$ cat config.mk
export PLATFORM = sky130hd
export DESIGN_NAME = string_escape_decoder_unit
export DESIGN_NICKNAME = d
export VERILOG_FILES = /design/src/sed_pkg.sv /design/src/string_escape_decoder_unit.sv
export SDC_FILE = /design/constraint.sdc
export NUM_CORES = 1
export LEC_CHECK = 0
export BUFFER_PORTS_ARGS = -buffer_cell sky130_fd_sc_hd__buf_4
export CORE_UTILIZATION = 30
export DETAILED_ROUTE_END_ITERATION = 16
export HOLD_SLACK_MARGIN = 0.02
export SYNTH_ARGS = -nofsm -noshare
export SYNTH_HDL_FRONTEND = slang
export SYNTH_SLANG_ARGS = --single-unit
$ cat constraint.sdc
create_clock -name i_clk -period 5.55 [get_ports i_clk]
set_input_delay 0 -clock i_clk [delete_from_list [all_inputs] [get_ports i_clk]]
set_output_delay 0 -clock i_clk [all_outputs]
set_load 0.005 [all_outputs]
$ cat src/sed_pkg.sv
// Package for the string escape decoder: decoder modes, result record and
// character constants. No dependencies.
`default_nettype none

package sed_pkg;

    typedef enum logic [2:0] {
        MODE_NORMAL = 3'd0,
        MODE_ESC    = 3'd1,
        MODE_HEX    = 3'd2,
        MODE_DEC    = 3'd3,
        MODE_ERR    = 3'd4
    } t_mode;

    typedef struct packed {
        logic [7:0] out_byte;
        logic       kind;
        logic       failed;
        logic       last_in_run;
    } t_result;

    localparam logic [7:0] CH_BSLASH = 8'h5C;
    localparam logic [7:0] CH_N      = 8'h6E;
    localparam logic [7:0] CH_T      = 8'h74;
    localparam logic [7:0] CH_DQUOTE = 8'h22;
    localparam logic [7:0] CH_SQUOTE = 8'h27;
    localparam logic [7:0] CH_LBRACE = 8'h7B;
    localparam logic [7:0] CH_X      = 8'h78;
    localparam logic [7:0] CH_LF     = 8'h0A;
    localparam logic [7:0] CH_TAB    = 8'h09;
    localparam logic [7:0] CH_0      = 8'h30;
    localparam logic [7:0] CH_9      = 8'h39;
    localparam logic [7:0] CH_LA     = 8'h61;
    localparam logic [7:0] CH_LF_HEX = 8'h66;
    localparam logic [7:0] CH_UA     = 8'h41;
    localparam logic [7:0] CH_UF     = 8'h46;

    localparam logic [15:0] DEC_MAX = 16'd255;

    // Bit 4 flags a hex digit, bits 3:0 hold its value.
    function automatic logic [4:0] f_hex_digit(input logic [7:0] b);
        logic [7:0] t;
        t = 8'd0;
        if (b >= CH_0 && b <= CH_9) begin
            t = b - CH_0;
            return {1'b1, t[3:0]};
        end else if (b >= CH_LA && b <= CH_LF_HEX) begin
            t = b - CH_LA + 8'd10;
            return {1'b1, t[3:0]};
        end else if (b >= CH_UA && b <= CH_UF) begin
            t = b - CH_UA + 8'd10;
            return {1'b1, t[3:0]};
        end
        return 5'd0;
    endfunction

    function automatic logic f_is_dec(input logic [7:0] b);
        return (b >= CH_0) && (b <= CH_9);
    endfunction

    function automatic t_result f_data(input logic [7:0] b);
        return '{out_byte: b, kind: 1'b0, failed: 1'b0, last_in_run: 1'b0};
    endfunction

    function automatic t_result f_status(input logic fail);
        return '{out_byte: 8'd0, kind: 1'b1, failed: fail, last_in_run: 1'b0};
    endfunction

endpackage

`default_nettype wire

$ cat src/string_escape_decoder_unit.sv
// String escape decoder top level: per-item decode step and result queue.
// Depends on sed_pkg.
// An accepted item is decoded in the cycle it is taken and its zero to three results are
// written at once into a four-entry result queue, which delivers one result per cycle while
// the output is not stalled. The input takes a new item every cycle while the queue holds at
// most one result, so a stream of one-result items runs at one item per cycle when the output
// does not stall; an item that gives two or three results (a closed hex or decimal escape, a brace escape,
// an end item that flushes an escape) holds the input while the queue drains through the single output port.
`default_nettype none

module string_escape_decoder_unit
    import sed_pkg::*;
(
    input  wire logic       i_clk,
    input  wire logic       i_rst_n,
    input  wire logic       i_in_valid,
    output      logic       o_in_stall,
    input  wire logic [7:0] i_in_byte,
    input  wire logic       i_end_marker,
    output      logic       o_out_valid,
    input  wire logic       i_out_stall,
    output      logic [7:0] o_out_byte,
    output      logic       o_kind,
    output      logic       o_failed,
    output      logic       o_last_in_run
);

    localparam int DEPTH = 4;

    t_mode       r_mode, n_mode;
    logic [15:0] r_val, n_val;
    logic [2:0]  r_cnt, n_cnt;

    t_result     step_res [3];
    logic [1:0]  step_n;
    logic [4:0]  hex_d;
    logic [15:0] dec_acc;

    t_result     r_fifo [DEPTH];
    logic [1:0]  r_head, r_tail;
    logic [2:0]  r_count;

    logic        in_acc, out_acc;

    assign in_acc  = i_in_valid && !o_in_stall;
    assign out_acc = o_out_valid && !i_out_stall;

    assign hex_d   = f_hex_digit(i_in_byte);
    assign dec_acc = {r_val[12:0], 3'b000} + {r_val[14:0], 1'b0}
                   + {8'd0, i_in_byte - CH_0};

    // Decode step: mirrors the escape rules in sequence, emitting into step_res.
    always_comb begin
        n_mode = r_mode;
        n_val  = r_val;
        n_cnt  = r_cnt;
        step_n = 2'd0;
        for (int i = 0; i < 3; i++) begin
            step_res[i] = f_data(8'd0);
        end

        if (i_end_marker) begin
            if (r_mode == MODE_HEX) begin
                if (r_cnt == 3'd2) begin
                    step_res[step_n] = f_data(r_val[7:0]);
                    step_n = step_n + 2'd1;
                    n_mode = MODE_NORMAL;
                end else if (r_cnt == 3'd4) begin
                    step_res[step_n] = f_data(r_val[15:8]);
                    step_n = step_n + 2'd1;
                    step_res[step_n] = f_data(r_val[7:0]);
                    step_n = step_n + 2'd1;
                    n_mode = MODE_NORMAL;
                end else begin
                    n_mode = MODE_ERR;
                end
            end else if (r_mode == MODE_DEC) begin
                if (r_val > DEC_MAX) begin
                    n_mode = MODE_ERR;
                end else begin
                    step_res[step_n] = f_data(r_val[7:0]);
                    step_n = step_n + 2'd1;
                    n_mode = MODE_NORMAL;
                end
            end
            step_res[step_n] = f_status(n_mode == MODE_ERR);
            step_n = step_n + 2'd1;
            n_mode = MODE_NORMAL;
            n_val  = 16'd0;
            n_cnt  = 3'd0;
        end else begin
            unique case (r_mode)
                MODE_ESC: begin
                    n_mode = MODE_NORMAL;
                    case (i_in_byte)
                        CH_N: begin
                            step_res[0] = f_data(CH_LF);
                            step_n = 2'd1;
                        end
                        CH_T: begin
                            step_res[0] = f_data(CH_TAB);
                            step_n = 2'd1;
                        end
                        CH_BSLASH, CH_DQUOTE, CH_SQUOTE: begin
                            step_res[0] = f_data(i_in_byte);
                            step_n = 2'd1;
                        end
                        CH_LBRACE: begin
                            step_res[0] = f_data(CH_BSLASH);
                            step_res[1] = f_data(CH_LBRACE);
                            step_n = 2'd2;
                        end
                        CH_X: begin
                            n_mode = MODE_HEX;
                            n_val  = 16'd0;
                            n_cnt  = 3'd0;
                        end
                        default: begin
                            if (f_is_dec(i_in_byte)) begin
                                n_mode = MODE_DEC;
                                n_val  = {8'd0, i_in_byte - CH_0};
                                n_cnt  = 3'd1;
                            end
                        end
                    endcase
                end
                MODE_HEX: begin
                    if (hex_d[4]) begin
                        n_val = {r_val[11:0], hex_d[3:0]};
                        n_cnt = r_cnt + 3'd1;
                        if (n_cnt >= 3'd5) begin
                            n_mode = MODE_ERR;
                        end
                    end else begin
                        if (r_cnt == 3'd2) begin
                            step_res[step_n] = f_data(r_val[7:0]);
                            step_n = step_n + 2'd1;
                            n_mode = MODE_NORMAL;
                        end else if (r_cnt == 3'd4) begin
                            step_res[step_n] = f_data(r_val[15:8]);
                            step_n = step_n + 2'd1;
                            step_res[step_n] = f_data(r_val[7:0]);
                            step_n = step_n + 2'd1;
                            n_mode = MODE_NORMAL;
                        end else begin
                            n_mode = MODE_ERR;
                        end
                        if (n_mode != MODE_ERR) begin
                            if (i_in_byte == CH_BSLASH) begin
                                n_mode = MODE_ESC;
                            end else begin
                                step_res[step_n] = f_data(i_in_byte);
                                step_n = step_n + 2'd1;
                            end
                        end
                    end
                end
                MODE_DEC: begin
                    if (f_is_dec(i_in_byte)) begin
                        n_val = dec_acc;
                        n_cnt = r_cnt + 3'd1;
                        if (n_cnt >= 3'd3) begin
                            if (dec_acc > DEC_MAX) begin
                                n_mode = MODE_ERR;
                            end else begin
                                step_res[0] = f_data(dec_acc[7:0]);
                                step_n = 2'd1;
                                n_mode = MODE_NORMAL;
                            end
                        end
                    end else begin
                        if (r_val > DEC_MAX) begin
                            n_mode = MODE_ERR;
                        end else begin
                            step_res[step_n] = f_data(r_val[7:0]);
                            step_n = step_n + 2'd1;
                            n_mode = MODE_NORMAL;
                            if (i_in_byte == CH_BSLASH) begin
                                n_mode = MODE_ESC;
                            end else begin
                                step_res[step_n] = f_data(i_in_byte);
                                step_n = step_n + 2'd1;
                            end
                        end
                    end
                end
                MODE_ERR: begin
                end
                default: begin
                    n_mode = MODE_NORMAL;
                    if (i_in_byte == CH_BSLASH) begin
                        n_mode = MODE_ESC;
                    end else begin
                        step_res[0] = f_data(i_in_byte);
                        step_n = 2'd1;
                    end
                end
            endcase
        end

        for (int i = 0; i < 3; i++) begin
            step_res[i].last_in_run = (step_n == 2'(i + 1));
        end
    end

    always_ff @(posedge i_clk) begin
        if (!i_rst_n) begin
            r_mode <= MODE_NORMAL;
            r_val  <= 16'd0;
            r_cnt  <= 3'd0;
        end else if (in_acc) begin
            r_mode <= n_mode;
            r_val  <= n_val;
            r_cnt  <= n_cnt;
        end
    end

    // Result queue: up to three writes per accepted item, one read per cycle unless the output stalls.
    always_ff @(posedge i_clk) begin
        if (in_acc) begin
            for (int i = 0; i < 3; i++) begin
                if (2'(i) < step_n) begin
                    r_fifo[r_tail + 2'(i)] <= step_res[i];
                end
            end
        end
    end

    always_ff @(posedge i_clk) begin
        if (!i_rst_n) begin
            r_head  <= 2'd0;
            r_tail  <= 2'd0;
            r_count <= 3'd0;
        end else begin
            if (in_acc) begin
                r_tail <= r_tail + step_n;
            end
            if (out_acc) begin
                r_head <= r_head + 2'd1;
            end
            r_count <= r_count + (in_acc ? {1'b0, step_n} : 3'd0) - {2'd0, out_acc};
        end
    end

    // Room for the largest burst of three results is needed before taking an item.
    assign o_in_stall    = (r_count > 3'd1);
    assign o_out_valid   = (r_count != 3'd0);
    assign o_out_byte    = r_fifo[r_head].out_byte;
    assign o_kind        = r_fifo[r_head].kind;
    assign o_failed      = r_fifo[r_head].failed;
    assign o_last_in_run = r_fifo[r_head].last_in_run;

    a_count_bound: assert property (@(posedge i_clk) disable iff (!i_rst_n)
        r_count <= 3'(DEPTH))
        else $error("result queue count exceeds its depth");

    a_end_resets: assert property (@(posedge i_clk) disable iff (!i_rst_n)
        in_acc && i_end_marker |=> r_mode == MODE_NORMAL && r_cnt == 3'd0)
        else $error("end item did not return the decoder to normal mode");

    a_end_status: assert property (@(posedge i_clk) disable iff (!i_rst_n)
        in_acc && i_end_marker |-> step_n != 2'd0 && step_res[step_n - 2'd1].kind)
        else $error("end item did not produce a status result last");

    a_err_silent: assert property (@(posedge i_clk) disable iff (!i_rst_n)
        in_acc && !i_end_marker && r_mode == MODE_ERR |-> step_n == 2'd0)
        else $error("data produced while in error mode");

endmodule

`default_nettype wire

==> out/metrics.yaml <==
antenna_found_initial: 0
row_count: 55
clock_sinks: 75
vdd_ir_drop_max_mv: 0.121
yosysSeqAreaShare: 0.274
root_buffer: "clkbuf_16"
track_usage: 0.181
synthCells: 822
final-max-slew-violation-count: 0
port_buffers: 25
placed_cells: 1123
first_pass_iters: 7
synth_area_leader_cell: "edfxtp_1"
die_height_um: 156
min_period_over_period: 0.916
wl_per_cell_um: 19.0
hold_violations: 0
max-cap-violations: 0
initial_core_util: 0.309
dpl.hpwl_mm: 16.4
die_w_um: 156
fmax_mhz: 197
synth.ff_latch_count: 75
max_slew_margin: 0.202
finClkSkew_ns: 0.0128
via_per_inst: 5.73
postCtsHoldBufs: 0
final_util: 0.344
numCtsBuffers: 9
placed_area_sq_um: 7590
grt_start_max_net_pins: 37
crit_required_ns: 5.80
fin_hold_ws_ns: 0.0612
nNetsFinal: 885
area_growth_pct: 11.3
path_clk_slew_ns: 0.07
drc_errors: 0
insertedDiodeCount: 0
die_area_sq_um: 24200
grt_pass1_vias: 5962
synth_warnings: 0
io_pins: 26
p_per_area_nw_per_um2: 236
synth-edff-count: 44
avgSynthCellArea_sq_um: 8.61
fin_cells: 1139
drt_wl_total_mm: 21.7
h-tree-depth: 3
post_cts_buffers: 0
clockBufferDepth: 2
crit_arrival_ns: 5.33
cts_tree: "yes"
vias: 6532
crit_path_start_kind: "register"
fin_area_sq_um: 7880
ys_top_cells_by_area: "edfxtp_1, dfxtp_1, ha_1"
syn_nets: 886
grt_pass1_wl_mm: 34.0
async_flop_share: 0
drt-initial-drc-count: 677
synth_top_area_share: 0.187
yosysMostFrequentCell: "nand2_1"
crit_fanout: 8
crit_path_end_kind: "register"
routabilityCongestion: 0.961
core_area_sq_um: 22900
hold_path.class: "input port to register"
synthTopCellsByCount: "nand2_1, o21ai_0, a21oi_1"
synthDistinctLibCells: 86
tightest_slew_ns: 1.17
outcome: "completed"
crit_type: "register to register"
synth_ff_type: "edfxtp_1"
cts.repair.resized: 0
rsz0062_at_grt: "no"
overflow: 0
ant_nets: 0
synthesis.area_sq_um: 7080
leakage_nw: 2.81
period_needed_ns: 5.08
clkLatencyLatePin_ns: 0.36
setup_viol: 0
drive_gt1_frac: 0.136
fin_setup_tns_ns: 0
state kept, by name, indices dropped and copies added (netlist names), named ones only:
signal	flops
r_val	16
r_count	3
r_head	2
r_tail	2
r_cnt	3
r_mode	3
r_fifo	44
worst max-delay path: stages, from the launching register on:
cell and delay [ns]:
dfxtp_1 0.56, fa_1 0.50, ha_1 0.37, a21oi_1 0.26
o221ai_1 0.22, a2111oi_0 0.48, nor4b_1 0.14, or4_1 0.57
o31ai_4 0.30, o2bb2ai_1 0.19, nand2_1 0.08, ha_1 0.28
inv_1 0.05, ha_1 0.13, inv_1 0.05, fa_1 0.37
xor2_1 0.16, xnor2_1 0.12, and2_1 0.14
cells by family (layout without fill, tap and decap cells):
group           count (synthesis)  count (layout)  synth area share
fa+ha+maj                      51              51            0.0975
buf+inv                        84              88            0.0488
mux                            57              57             0.102
simple gates                  280             280             0.204
flops                          75              75             0.274
compound gates                256             256             0.250
xor+xnor                       19              19            0.0235
placed cells by master (no fill, tap or decap), drive strengths merged, types with 7 or more instances in the layout:
master   instances
a2111oi          7
a211oi           7
a21boi           7
a21oi           54
a22o             9
a22oi           18
a31o            11
a31oi           11
a32o             8
and2            14
and3            12
buf             49
clkbuf           9
dfxtp           31
edfxtp          44
fa               7
ha              44
inv             25
mux2            11
mux2i           35
mux4            11
nand2           70
nand2b           9
nand3           33
nor2            49
nor2b           27
nor3            23
nor4             7
o21ai           60
o22ai           12
or3              9
xnor2           11
xor2             8
power by group:
part | switching (mW) | internal [mW]
clock network | 0.258 | 0.310
logic | 0.290 | 0.274
registers | 0.0573 | 0.670
final timing paths:
kind	start	endpoint	slack (ns)	depth (start not counted)
worst max register to register	r_val[4]$_SDFFE_PN0P_	r_count[2]$_SDFF_PN0_	0.47	18
worst min register to register	r_val[1]$_SDFFE_PN0P_	r_val[1]$_SDFFE_PN0P_	0.48	2
worst min-delay path	i_rst_n	r_val[1]$_SDFFE_PN0P_	0.06	2
worst max-delay path	r_val[4]$_SDFFE_PN0P_	r_count[2]$_SDFF_PN0_	0.47	18
layout make-up:
type	count	area, sq um
inverter	23	86.3
clock buffer	9	225
timing repair buffer	49	368
tap	313	392
multi-input combinational	663	4800
sequential	75	1940
fill	2346	15000
clock inverter	7	61.3
stage by stage:
step,setup slack (ns),power [mW]
finish,0.465,1.86
CTS,0.476,1.87
global placement,0.430,1.30
floorplan,0.500,1.11
detailed placement,0.381,1.31
global route,0.0851,1.95
layer usage:
metal  wire length (um)  track usage  up-vias
met5                  0            0        -
met3               1370       0.0203       60
li1                   -            -     3124
met2               9840        0.287      295
met1               9530        0.241     3053
met4                924       0.0943        0
Note: power is estimated with default switching activity, not from simulation.
